[config.mk]
export PLATFORM = sky130hd
export DESIGN_NAME = breath_cycle_rate_detector
export DESIGN_NICKNAME = d
export VERILOG_FILES = /design/src/rtl/bcrd_pkg.sv /design/src/rtl/breath_cycle_rate_detector.sv /design/src/rtl/bcrd_cfg_regs.sv /design/src/rtl/bcrd_div.sv
export SDC_FILE = /design/constraint.sdc
export NUM_CORES = 1
export LEC_CHECK = 0
export BUFFER_PORTS_ARGS = -buffer_cell sky130_fd_sc_hd__buf_4
export CAP_MARGIN = 20
export CORE_MARGIN = 3
export CORE_UTILIZATION = 45
export DETAILED_ROUTE_END_ITERATION = 16
export PLACE_DENSITY_LB_ADDON = 0.25
export RECOVER_POWER = 50
export SLEW_MARGIN = 10
export SYNTH_ARGS = -nofsm -noshare
export SYNTH_HDL_FRONTEND = slang
export SYNTH_SLANG_ARGS = --single-unit
[constraint.sdc]
create_clock -name aclk -period 6.4 [get_ports aclk]
set_input_delay 0.96 -clock aclk [delete_from_list [all_inputs] [get_ports aclk]]
set_output_delay 0.96 -clock aclk [all_outputs]
set_load 0.02 [all_outputs]
[src/rtl/bcrd_pkg.sv]
// ============================================================================
// bcrd_pkg - shared types and constants for the breath cycle rate detector
// Config register map, register reset values and the divider sizing.
// ============================================================================
package bcrd_pkg;

    // APB side
    localparam int CFG_ADDR_W = 5;
    localparam int CFG_DATA_W = 32;

    // Register indexes (byte address = 4 * index)
    localparam logic [2:0] REG_MIN_AMP   = 3'd0;
    localparam logic [2:0] REG_MAX_AMP   = 3'd1;
    localparam logic [2:0] REG_FS        = 3'd2;
    localparam logic [2:0] REG_LOW_RATE  = 3'd3;
    localparam logic [2:0] REG_HIGH_RATE = 3'd4;
    localparam logic [2:0] REG_RUN_LIMIT = 3'd5;

    // Register reset values
    localparam logic [14:0] RST_MIN_AMP   = 15'd410;
    localparam logic [14:0] RST_MAX_AMP   = 15'd16384;
    localparam logic [15:0] RST_FS        = 16'd3200;
    localparam logic [15:0] RST_LOW_RATE  = 16'd512;
    localparam logic [15:0] RST_HIGH_RATE = 16'd12800;
    localparam logic [3:0]  RST_RUN_LIMIT = 4'd3;

    // Sample counter width default
    localparam int DEF_COUNT_BITS = 16;

    // 60 * 65535 < 2^22
    localparam int DVD_W = 22;

    typedef struct packed {
        logic [14:0] min_amplitude;
        logic [14:0] max_amplitude;
        logic [15:0] sample_rate;
        logic [15:0] lowest_rate;
        logic [15:0] highest_rate;
        logic [3:0]  abnormal_run_limit;
    } cfg_t;

    // 60*x = 64*x - 4*x
    function automatic logic [DVD_W-1:0] times_sixty(input logic [15:0] x);
        return {x, 6'b0} - {4'b0, x, 2'b0};
    endfunction

endpackage

[src/rtl/breath_cycle_rate_detector.sv]
// ============================================================================
// breath_cycle_rate_detector - breathing rate from threshold crossings
// Hysteresis phase tracker, breath timing and a bit-serial rate divider.
// ============================================================================
//
//  port group   dir  beat contents
//  s_*          in   one sample with upper/lower thresholds and valid flags
//  m_*          out  one status beat per sample (rate, phase, polarity)
//  p*           cfg  APB register access, six settings registers
//
//  A sample is taken in the idle state. A sample that ends a normal breath
//  also runs the rate divide 60*fs/count, one quotient bit per cycle, and
//  then judges the quotient; other samples go straight to the output state.
//  The next sample is taken while the result beat still waits on m_tready;
//  a new result waits in the output state until the output register is free.
//  Reset is synchronous, active low.
//
module breath_cycle_rate_detector #(
    parameter int COUNT_BITS = bcrd_pkg::DEF_COUNT_BITS
) (
    input  logic                             aclk,
    input  logic                             aresetn,
    // sample input
    input  logic                             s_tvalid,
    output logic                             s_tready,
    // [15:0] signal, [16] signal_valid, [32:17] upper_level,
    // [33] upper_valid, [49:34] lower_level, [50] lower_valid, [55:51] zero
    input  logic [55:0]                      s_tdata,
    // result output
    output logic                             m_tvalid,
    input  logic                             m_tready,
    // [15:0] rate, [16] rate_valid, [17] breath_done, [20:18] phase,
    // [21] inspiration_above, [23:22] zero
    output logic [23:0]                      m_tdata,
    // configuration
    input  logic                             psel,
    input  logic                             penable,
    input  logic                             pwrite,
    input  logic [bcrd_pkg::CFG_ADDR_W-1:0]  paddr,
    input  logic [bcrd_pkg::CFG_DATA_W-1:0]  pwdata,
    output logic [bcrd_pkg::CFG_DATA_W-1:0]  prdata,
    output logic                             pready
);

    localparam logic [COUNT_BITS-1:0] CNT_MAX = {COUNT_BITS{1'b1}};
    localparam int DW = bcrd_pkg::DVD_W;

    typedef enum logic [1:0] {
        ST_IDLE,
        ST_DIV,
        ST_OUT
    } state_t;

    typedef enum logic [2:0] {
        PH_UNKNOWN = 3'd0,
        PH_LOW     = 3'd1,
        PH_HIGH    = 3'd2,
        PH_RISING  = 3'd3,
        PH_FALLING = 3'd4,
        PH_MIDUNK  = 3'd5
    } phase_t;

    bcrd_pkg::cfg_t cfg;

    // ---- configuration ----
    bcrd_cfg_regs u_cfg (
        .aclk    (aclk),
        .aresetn (aresetn),
        .psel    (psel),
        .penable (penable),
        .pwrite  (pwrite),
        .paddr   (paddr),
        .pwdata  (pwdata),
        .prdata  (prdata),
        .pready  (pready),
        .cfg     (cfg)
    );

    // ---- state ----
    state_t                state_reg, state_next;
    phase_t                phase_reg, phase_next;
    logic [COUNT_BITS-1:0] cnt_reg, cnt_next;
    logic [COUNT_BITS-1:0] first_reg, first_next;
    logic [3:0]            abn_reg, abn_next;
    logic                  pol_reg, pol_next;
    logic                  bvalid_reg, bvalid_next;
    logic [15:0]           rate_reg, rate_next;
    logic                  rate_ok_reg, rate_ok_next;
    logic                  done_reg, done_next;
    logic                  m_tvalid_reg, m_tvalid_next;
    logic [23:0]           m_tdata_reg, m_tdata_next;

    // ---- sample fields ----
    logic signed [15:0]    smp, up, lo;
    logic                  all_valid;
    logic signed [16:0]    spread, min2, max2;
    logic                  spread_bad;
    logic [COUNT_BITS-1:0] cnt_inc;
    phase_t                ph;
    logic                  finish;
    logic                  long_first;
    logic [3:0]            abn_inc, abn_new;
    logic                  flip;

    // ---- divider ----
    logic                  div_start;
    logic                  div_done;
    logic [DW-1:0]         div_quot;
    logic                  in_range;

    assign smp       = s_tdata[15:0];
    assign up        = s_tdata[32:17];
    assign lo        = s_tdata[49:34];
    assign all_valid = s_tdata[16] && s_tdata[33] && s_tdata[50];

    // exact 17-bit spread against twice the amplitude limits
    assign spread     = {up[15], up} - {lo[15], lo};
    assign min2       = {1'b0, cfg.min_amplitude, 1'b0};
    assign max2       = {1'b0, cfg.max_amplitude, 1'b0};
    assign spread_bad = (spread < min2) || (spread > max2);

    assign cnt_inc = (cnt_reg == CNT_MAX) ? cnt_reg : cnt_reg + 1'b1;

    // first part longer than second: 2*first > count
    assign long_first = {first_reg, 1'b0} > {1'b0, cnt_inc};
    assign abn_inc    = (abn_reg == 4'hF) ? abn_reg : abn_reg + 4'd1;
    assign abn_new    = long_first ? abn_inc : 4'd0;
    assign flip       = abn_new >= cfg.abnormal_run_limit;

    assign in_range = (div_quot >= {{(DW-16){1'b0}}, cfg.lowest_rate}) &&
                      (div_quot <= {{(DW-16){1'b0}}, cfg.highest_rate});

    bcrd_div #(
        .COUNT_BITS (COUNT_BITS)
    ) u_div (
        .aclk     (aclk),
        .aresetn  (aresetn),
        .start    (div_start),
        .dividend (bcrd_pkg::times_sixty(cfg.sample_rate)),
        .divisor  (cnt_inc),
        .done     (div_done),
        .quotient (div_quot)
    );

    // phase entering the crossing checks, after classifying an unknown start
    always_comb begin
        ph = phase_reg;
        if (phase_reg == PH_UNKNOWN) begin
            if (smp < lo)      ph = PH_LOW;
            else if (smp > up) ph = PH_HIGH;
            else               ph = PH_MIDUNK;
        end
    end

    always_comb begin
        state_next    = state_reg;
        phase_next    = phase_reg;
        cnt_next      = cnt_reg;
        first_next    = first_reg;
        abn_next      = abn_reg;
        pol_next      = pol_reg;
        bvalid_next   = bvalid_reg;
        rate_next     = rate_reg;
        rate_ok_next  = rate_ok_reg;
        done_next     = done_reg;
        m_tvalid_next = m_tvalid_reg;
        m_tdata_next  = m_tdata_reg;
        div_start     = 1'b0;
        finish        = 1'b0;

        if (m_tvalid_reg && m_tready)
            m_tvalid_next = 1'b0;

        unique case (state_reg)
            ST_IDLE: begin
                if (s_tvalid) begin
                    cnt_next   = cnt_inc;
                    done_next  = 1'b0;
                    state_next = ST_OUT;
                    if (!all_valid) begin
                        rate_next    = '0;
                        rate_ok_next = 1'b0;
                        bvalid_next  = 1'b0;
                    end else if (spread_bad) begin
                        phase_next   = PH_UNKNOWN;
                        rate_next    = '0;
                        rate_ok_next = 1'b0;
                        bvalid_next  = 1'b0;
                    end else begin
                        phase_next = ph;
                        if (ph == PH_LOW && smp > lo) begin
                            phase_next = PH_RISING;
                        end else if (ph == PH_HIGH && smp < up) begin
                            phase_next = PH_FALLING;
                        end else if ((ph == PH_RISING || ph == PH_MIDUNK) && smp > up) begin
                            phase_next = PH_HIGH;
                            if (pol_reg) finish = 1'b1;
                            else         first_next = cnt_inc;
                        end else if ((ph == PH_FALLING || ph == PH_MIDUNK) && smp < lo) begin
                            phase_next = PH_LOW;
                            if (pol_reg) first_next = cnt_inc;
                            else         finish = 1'b1;
                        end

                        // breath end: judge the breath just closed
                        if (finish) begin
                            cnt_next    = '0;
                            first_next  = '0;
                            bvalid_next = 1'b1;
                            if (bvalid_reg) begin
                                abn_next = abn_new;
                                if (flip) begin
                                    abn_next = 4'd0;
                                    pol_next = !pol_reg;
                                end else if (cnt_inc != '0) begin
                                    div_start  = 1'b1;
                                    state_next = ST_DIV;
                                end
                            end
                        end
                    end
                end
            end
            ST_DIV: begin
                if (div_done) begin
                    if (in_range) begin
                        rate_next    = div_quot[15:0];
                        rate_ok_next = 1'b1;
                        done_next    = 1'b1;
                    end
                    state_next = ST_OUT;
                end
            end
            ST_OUT: begin
                if (!m_tvalid_reg || m_tready) begin
                    m_tvalid_next = 1'b1;
                    m_tdata_next  = {2'b00, pol_reg, phase_reg, done_reg, rate_ok_reg,
                                     rate_ok_reg ? rate_reg : 16'h0000};
                    state_next    = ST_IDLE;
                end
            end
            default: state_next = ST_IDLE;
        endcase
    end

    always_ff @(posedge aclk) begin
        if (!aresetn) begin
            state_reg    <= ST_IDLE;
            phase_reg    <= PH_UNKNOWN;
            cnt_reg      <= '0;
            first_reg    <= '0;
            abn_reg      <= 4'd0;
            pol_reg      <= 1'b1;
            bvalid_reg   <= 1'b0;
            rate_reg     <= '0;
            rate_ok_reg  <= 1'b0;
            done_reg     <= 1'b0;
            m_tvalid_reg <= 1'b0;
        end else begin
            state_reg    <= state_next;
            phase_reg    <= phase_next;
            cnt_reg      <= cnt_next;
            first_reg    <= first_next;
            abn_reg      <= abn_next;
            pol_reg      <= pol_next;
            bvalid_reg   <= bvalid_next;
            rate_reg     <= rate_next;
            rate_ok_reg  <= rate_ok_next;
            done_reg     <= done_next;
            m_tvalid_reg <= m_tvalid_next;
        end
        m_tdata_reg <= m_tdata_next;
    end

    assign s_tready = (state_reg == ST_IDLE);
    assign m_tvalid = m_tvalid_reg;
    assign m_tdata  = m_tdata_reg;

    // ---- checks ----
    a_div_done_in_div: assert property (@(posedge aclk) disable iff (!aresetn)
        div_done |-> state_reg == ST_DIV)
        else $error("divider finished outside the divide state");

    a_first_within_count: assert property (@(posedge aclk) disable iff (!aresetn)
        first_reg <= cnt_reg)
        else $error("first part longer than the running breath count");

    a_accept_leaves_idle: assert property (@(posedge aclk) disable iff (!aresetn)
        s_tvalid && s_tready |=> state_reg != ST_IDLE)
        else $error("sample beat taken without leaving idle");

    a_done_has_rate: assert property (@(posedge aclk) disable iff (!aresetn)
        m_tvalid_reg && m_tdata_reg[17] |-> m_tdata_reg[16])
        else $error("breath_done without a valid rate");

endmodule

[src/rtl/bcrd_cfg_regs.sv]
// ============================================================================
// bcrd_cfg_regs - APB configuration register file
// Six settings registers, write decode and read back.
// ============================================================================
module bcrd_cfg_regs (
    input  logic                             aclk,
    input  logic                             aresetn,
    input  logic                             psel,
    input  logic                             penable,
    input  logic                             pwrite,
    input  logic [bcrd_pkg::CFG_ADDR_W-1:0]  paddr,
    input  logic [bcrd_pkg::CFG_DATA_W-1:0]  pwdata,
    output logic [bcrd_pkg::CFG_DATA_W-1:0]  prdata,
    output logic                             pready,
    output bcrd_pkg::cfg_t                   cfg
);

    bcrd_pkg::cfg_t cfg_reg;
    bcrd_pkg::cfg_t cfg_next;
    logic [2:0]     idx;
    logic           wr_en;

    assign idx    = paddr[bcrd_pkg::CFG_ADDR_W-1:2];
    assign wr_en  = psel && penable && pwrite;
    assign pready = 1'b1;
    assign cfg    = cfg_reg;

    always_comb begin
        cfg_next = cfg_reg;
        if (wr_en) begin
            unique case (idx)
                bcrd_pkg::REG_MIN_AMP:   cfg_next.min_amplitude      = pwdata[14:0];
                bcrd_pkg::REG_MAX_AMP:   cfg_next.max_amplitude      = pwdata[14:0];
                bcrd_pkg::REG_FS:        cfg_next.sample_rate        = pwdata[15:0];
                bcrd_pkg::REG_LOW_RATE:  cfg_next.lowest_rate        = pwdata[15:0];
                bcrd_pkg::REG_HIGH_RATE: cfg_next.highest_rate       = pwdata[15:0];
                bcrd_pkg::REG_RUN_LIMIT: cfg_next.abnormal_run_limit = pwdata[3:0];
                default: ;
            endcase
        end
    end

    always_comb begin
        unique case (idx)
            bcrd_pkg::REG_MIN_AMP:   prdata = {17'b0, cfg_reg.min_amplitude};
            bcrd_pkg::REG_MAX_AMP:   prdata = {17'b0, cfg_reg.max_amplitude};
            bcrd_pkg::REG_FS:        prdata = {16'b0, cfg_reg.sample_rate};
            bcrd_pkg::REG_LOW_RATE:  prdata = {16'b0, cfg_reg.lowest_rate};
            bcrd_pkg::REG_HIGH_RATE: prdata = {16'b0, cfg_reg.highest_rate};
            bcrd_pkg::REG_RUN_LIMIT: prdata = {28'b0, cfg_reg.abnormal_run_limit};
            default:                 prdata = '0;
        endcase
    end

    always_ff @(posedge aclk) begin
        if (!aresetn) begin
            cfg_reg.min_amplitude      <= bcrd_pkg::RST_MIN_AMP;
            cfg_reg.max_amplitude      <= bcrd_pkg::RST_MAX_AMP;
            cfg_reg.sample_rate        <= bcrd_pkg::RST_FS;
            cfg_reg.lowest_rate        <= bcrd_pkg::RST_LOW_RATE;
            cfg_reg.highest_rate       <= bcrd_pkg::RST_HIGH_RATE;
            cfg_reg.abnormal_run_limit <= bcrd_pkg::RST_RUN_LIMIT;
        end else begin
            cfg_reg <= cfg_next;
        end
    end

endmodule

[src/rtl/bcrd_div.sv]
// ============================================================================
// bcrd_div - bit-serial restoring divider
// One quotient bit per cycle, MSB first; DVD_W quotient bits per divide.
// ============================================================================
module bcrd_div #(
    parameter int COUNT_BITS = bcrd_pkg::DEF_COUNT_BITS
) (
    input  logic                        aclk,
    input  logic                        aresetn,
    input  logic                        start,
    input  logic [bcrd_pkg::DVD_W-1:0]  dividend,
    input  logic [COUNT_BITS-1:0]       divisor,
    output logic                        done,
    output logic [bcrd_pkg::DVD_W-1:0]  quotient
);

    localparam int DW     = bcrd_pkg::DVD_W;
    localparam int ITER_W = $clog2(DW);
    localparam logic [ITER_W-1:0] ITER_LAST = ITER_W'(DW - 1);

    // dividend shifts out at the top while quotient bits shift in at the bottom
    logic [DW-1:0]         dvd_reg, dvd_next;
    logic [COUNT_BITS-1:0] rem_reg, rem_next;
    logic [COUNT_BITS-1:0] dsr_reg, dsr_next;
    logic [ITER_W-1:0]     iter_reg, iter_next;
    logic                  run_reg, run_next;
    logic                  done_reg, done_next;

    logic [COUNT_BITS:0]   shifted;
    logic [COUNT_BITS:0]   diff;
    logic                  fits;

    assign shifted = {rem_reg, dvd_reg[DW-1]};
    assign diff    = shifted - {1'b0, dsr_reg};
    assign fits    = shifted >= {1'b0, dsr_reg};

    always_comb begin
        dvd_next  = dvd_reg;
        rem_next  = rem_reg;
        dsr_next  = dsr_reg;
        iter_next = iter_reg;
        run_next  = run_reg;
        done_next = 1'b0;
        if (start) begin
            dvd_next  = dividend;
            rem_next  = '0;
            dsr_next  = divisor;
            iter_next = '0;
            run_next  = 1'b1;
        end else if (run_reg) begin
            dvd_next  = {dvd_reg[DW-2:0], fits};
            rem_next  = fits ? diff[COUNT_BITS-1:0] : shifted[COUNT_BITS-1:0];
            iter_next = iter_reg + 1'b1;
            if (iter_reg == ITER_LAST) begin
                run_next  = 1'b0;
                done_next = 1'b1;
            end
        end
    end

    always_ff @(posedge aclk) begin
        if (!aresetn) begin
            run_reg  <= 1'b0;
            done_reg <= 1'b0;
            iter_reg <= '0;
        end else begin
            run_reg  <= run_next;
            done_reg <= done_next;
            iter_reg <= iter_next;
        end
        dvd_reg <= dvd_next;
        rem_reg <= rem_next;
        dsr_reg <= dsr_next;
    end

    assign done     = done_reg;
    assign quotient = dvd_reg;

endmodule

==> results.json <==
{
  "status": "finished with violations",
  "failed_checks": "capacitance limit, slew limit",
  "crit_start": "cnt_reg[3]$_SDFFE_PN0P_",
  "required_ns": 6.61,
  "synth_warnings": 0,
  "holdBufCountCts": 0,
  "cts_tree": "done",
  "slew_headroom_pct": -19.8,
  "synthFlopType": "dfxtp_1",
  "slowest_delay_ns": 0.63,
  "synthArstFlopShare_pct": 0,
  "drc": 0,
  "period_share_pct": 92.2,
  "clock-skew-final_ns": 0.0181,
  "antenna_found_initial": 1,
  "core_sq_um": 32700,
  "cts_buffers": 26,
  "worst-path-buf-inv": 3,
  "clockRootBuffer": "clkbuf_16",
  "rsz0062_at_grt": "no",
  "detail_route.first_pass.iterations": 7,
  "min_from": "u_cfg.cfg[19]$_SDFFE_PN0P_",
  "min_period_ns": 5.90,
  "post_drt_wl_per_cell_um": 17.5,
  "cp-end-kind": "flop",
  "synth_edf_count": 60,
  "start_util_pct": 45.9,
  "syn-cell-area_sq_um": 15000,
  "worstPathMaxFanout": 16,
  "dr_total_vias": 13000,
  "clockBufferDepth": 3,
  "port_buffers": 116,
  "synth_top_area_share_pct": 22.3,
  "slowest_stage": "or4_1",
  "fmax_mhz": 169,
  "io_pins": 159,
  "avgSynthCellArea_sq_um": 8.44,
  "top_layer": "met4",
  "diodes": 0,
  "die_w_um": 189,
  "synth-seq-cells": 227,
  "rows": 66,
  "cts_resized": 0,
  "hp-class": "reg2reg",
  "cp_common_cell": "a21o_1",
  "power.leakage_nw": 7.11,
  "groute.usage.overall_pct": 22.4,
  "clkTransAtPathRegs_ns": 0.06,
  "yosys-top-cells-area": "dfxtp_1 (22%), ha_1 (13%), edfxtp_1 (12%), nand2_1 (5.6%), a21oi_1 (5.3%)",
  "netlist_instances": 1777,
  "drt_iter0_markers": 924,
  "wl_met2_um": 18800,
  "critPathTopFamily": "simple AND/OR/NAND/NOR gates",
  "report.final.hold_viol_count": 0,
  "nets": 2128,
  "die_y_um": 189,
  "h-tree-depth": 1,
  "wl_met3_um": 2020,
  "wl_met1_um": 18600,
  "dp_hpwl_um": 30700,
  "worst_pin_slew_ns": 1.80,
  "grt_pass1_wl_um": 66000,
  "overflow": 0,
  "netlist-cell-type-count": 82,
  "ant_nets": 0,
  "worstSetupPathType": "reg2reg",
  "design_area_sq_um": 17000,
  "largest_reg_flops": 82,
  "power.density_nw_per_um2": 213,
  "max-cap-violations": 1,
  "grt_max_degree": 68,
  "cts.sinks": 227,
  "wl_um": 40700,
  "dpl_cell_area_sq_um": 16200,
  "synth_top_area_cell": "dfxtp_1",
  "viasPerCell": 5.61,
  "maxSlewViolCount": 31,
  "worstPathArrival_ns": 6.11,
  "path_cells": "nand4_1 > or4_4 > and2_1 > nand2_1 > xnor2_1 > inv_1 > ha_1 > a21o_1 > a21o_1 > a31oi_1 > o21ai_0 > a211oi_1 > or2_1 > nor2_1 > ha_1 > a21o_1 > a21o_1 > a21oi_1 > o211ai_2 > or4_1 > inv_1 > buf_4",
  "finalSetupTns_ns": 0,
  "gp_congestion": 0.929,
  "setup_viol": 0,
  "drive_above_1_share_pct": 9.24,
  "clk_latency_ns": 0.54,
  "yosysSeqAreaShare_pct": 34.3,
  "area_growth_syn_to_layout_pct": 13.3,
  "ir_worst_vdd_v": 0.000205,
  "cp-start-kind": "flop",
  "die_area_sq_um": 35600,
  "grt_pass1_vias": 12500,
  "r2r-start": "cnt_reg[3]$_SDFFE_PN0P_",
  "cts_setup_buffers": 0
}
[final cells by class]
type                    count  area [sq um]
clock inverters            13           178
fillers                  3162         15700
repair buffers            137           937
clock buffers              33           718
inverters                 185           694
flip-flops and latches    227          5140
multi-input cells        1288          8770
well taps                 442           553
[cell families (layout without fill, tap and decap cells)]
| group | after synthesis | count (layout) | synth area share, % |
|---|---|---|---|
| adders and majority gates | 163 | 163 | 13.7 |
| xor gates and xnor gates | 52 | 52 | 3.04 |
| and+or+nand+nor | 542 | 542 | 17.4 |
| muxes | 62 | 62 | 4.40 |
| AOI/OAI and AO/OA | 450 | 450 | 19.5 |
| other | 2 | 19 | 0.0500 |
| DFF | 227 | 227 | 34.3 |
| buffers and inverters | 279 | 368 | 7.64 |
[per-stage QoR]
step | worst slack, ns | hold WS [ns] | std cells | utilization, % | power, W
2_1_floorplan | 0.814 | 0.406 | 1794 | - | 0.00192
3_3_place_gp | 0.591 | 0.418 | 2277 | 49.6 | 0.00207
3_5_place_dp | 0.499 | 0.430 | 2277 | 49.6 | 0.00208
4_1_cts | 0.570 | 0.440 | 2323 | 52.3 | 0.00365
5_1_grt | 0.0751 | 0.460 | 2325 | 52.0 | 0.00377
6_report | 0.500 | 0.456 | 2325 | 52.0 | 0.00361
[metal layers]
metal  up-vias  track usage (%)
met4         0             6.59
met5         -                0
met2       395             37.4
met3        73             2.20
li1       6481                -
met1      6086             30.9
[cells in the mapped netlist, drive strengths merged, types with 7 or more instances]
library cell	count
o21ai	54
o21a	11
xor2	15
dfxtp	167
xnor2	37
buf	41
and2	23
nand4	34
or2	14
ha	161
or4	7
nor3	32
or3	10
nand2b	14
a32o	17
nand3	26
and4	10
mux2	22
nor2	93
o211ai	39
nand2	225
nor4	11
mux2i	39
a21oi	159
a211oi	30
and3	8
inv	185
o22ai	29
nor2b	21
a21o	36
a31oi	15
edfxtp	60
clkbuf	53
[cell usage in the layout, fill, tap and decap left out, types with 30 or more instances in the layout]
cell type / count
a21o_1: 36
a21oi_1: 159
nand2_1: 225
clkbuf_1: 35
buf_4: 103
nor2_1: 93
a211oi_1: 30
o21ai_0: 50
dfxtp_1: 167
mux2i_1: 39
ha_1: 161
edfxtp_1: 60
inv_1: 185
o211ai_1: 38
nor3_1: 32
xnor2_1: 37
nand4_1: 34
[final timing paths]
| check | endpoint | slack, ns | cells past startpoint |
|---|---|---|---|
| max reg2reg | u_div.dsr_reg[13]$_DFFE_PP_ | 0.50 | 22 |
| max | u_div.dsr_reg[13]$_DFFE_PP_ | 0.50 | 22 |
| min reg2reg | u_cfg.cfg[19]$_SDFFE_PN0P_ | 0.46 | 2 |
| min | u_cfg.cfg[19]$_SDFFE_PN0P_ | 0.46 | 2 |
[where the power goes]
| part | total [W] | internal [W] | switching [W] |
|---|---|---|---|
| Clock | 0.00156 | 0.000953 | 0.000608 |
| Combinational | 0.000550 | 0.000222 | 0.000328 |
| Sequential | 0.00150 | 0.00149 | 0.0000149 |
| Total | 0.00361 | 0.00266 | 0.000951 |
[worst min-delay path, cell delays in order (launching register included)]
cell and delay [ns]:
dfxtp_1 0.31, nand2_1 0.05, a21oi_1 0.05
(Power assumes the default switching activity.)
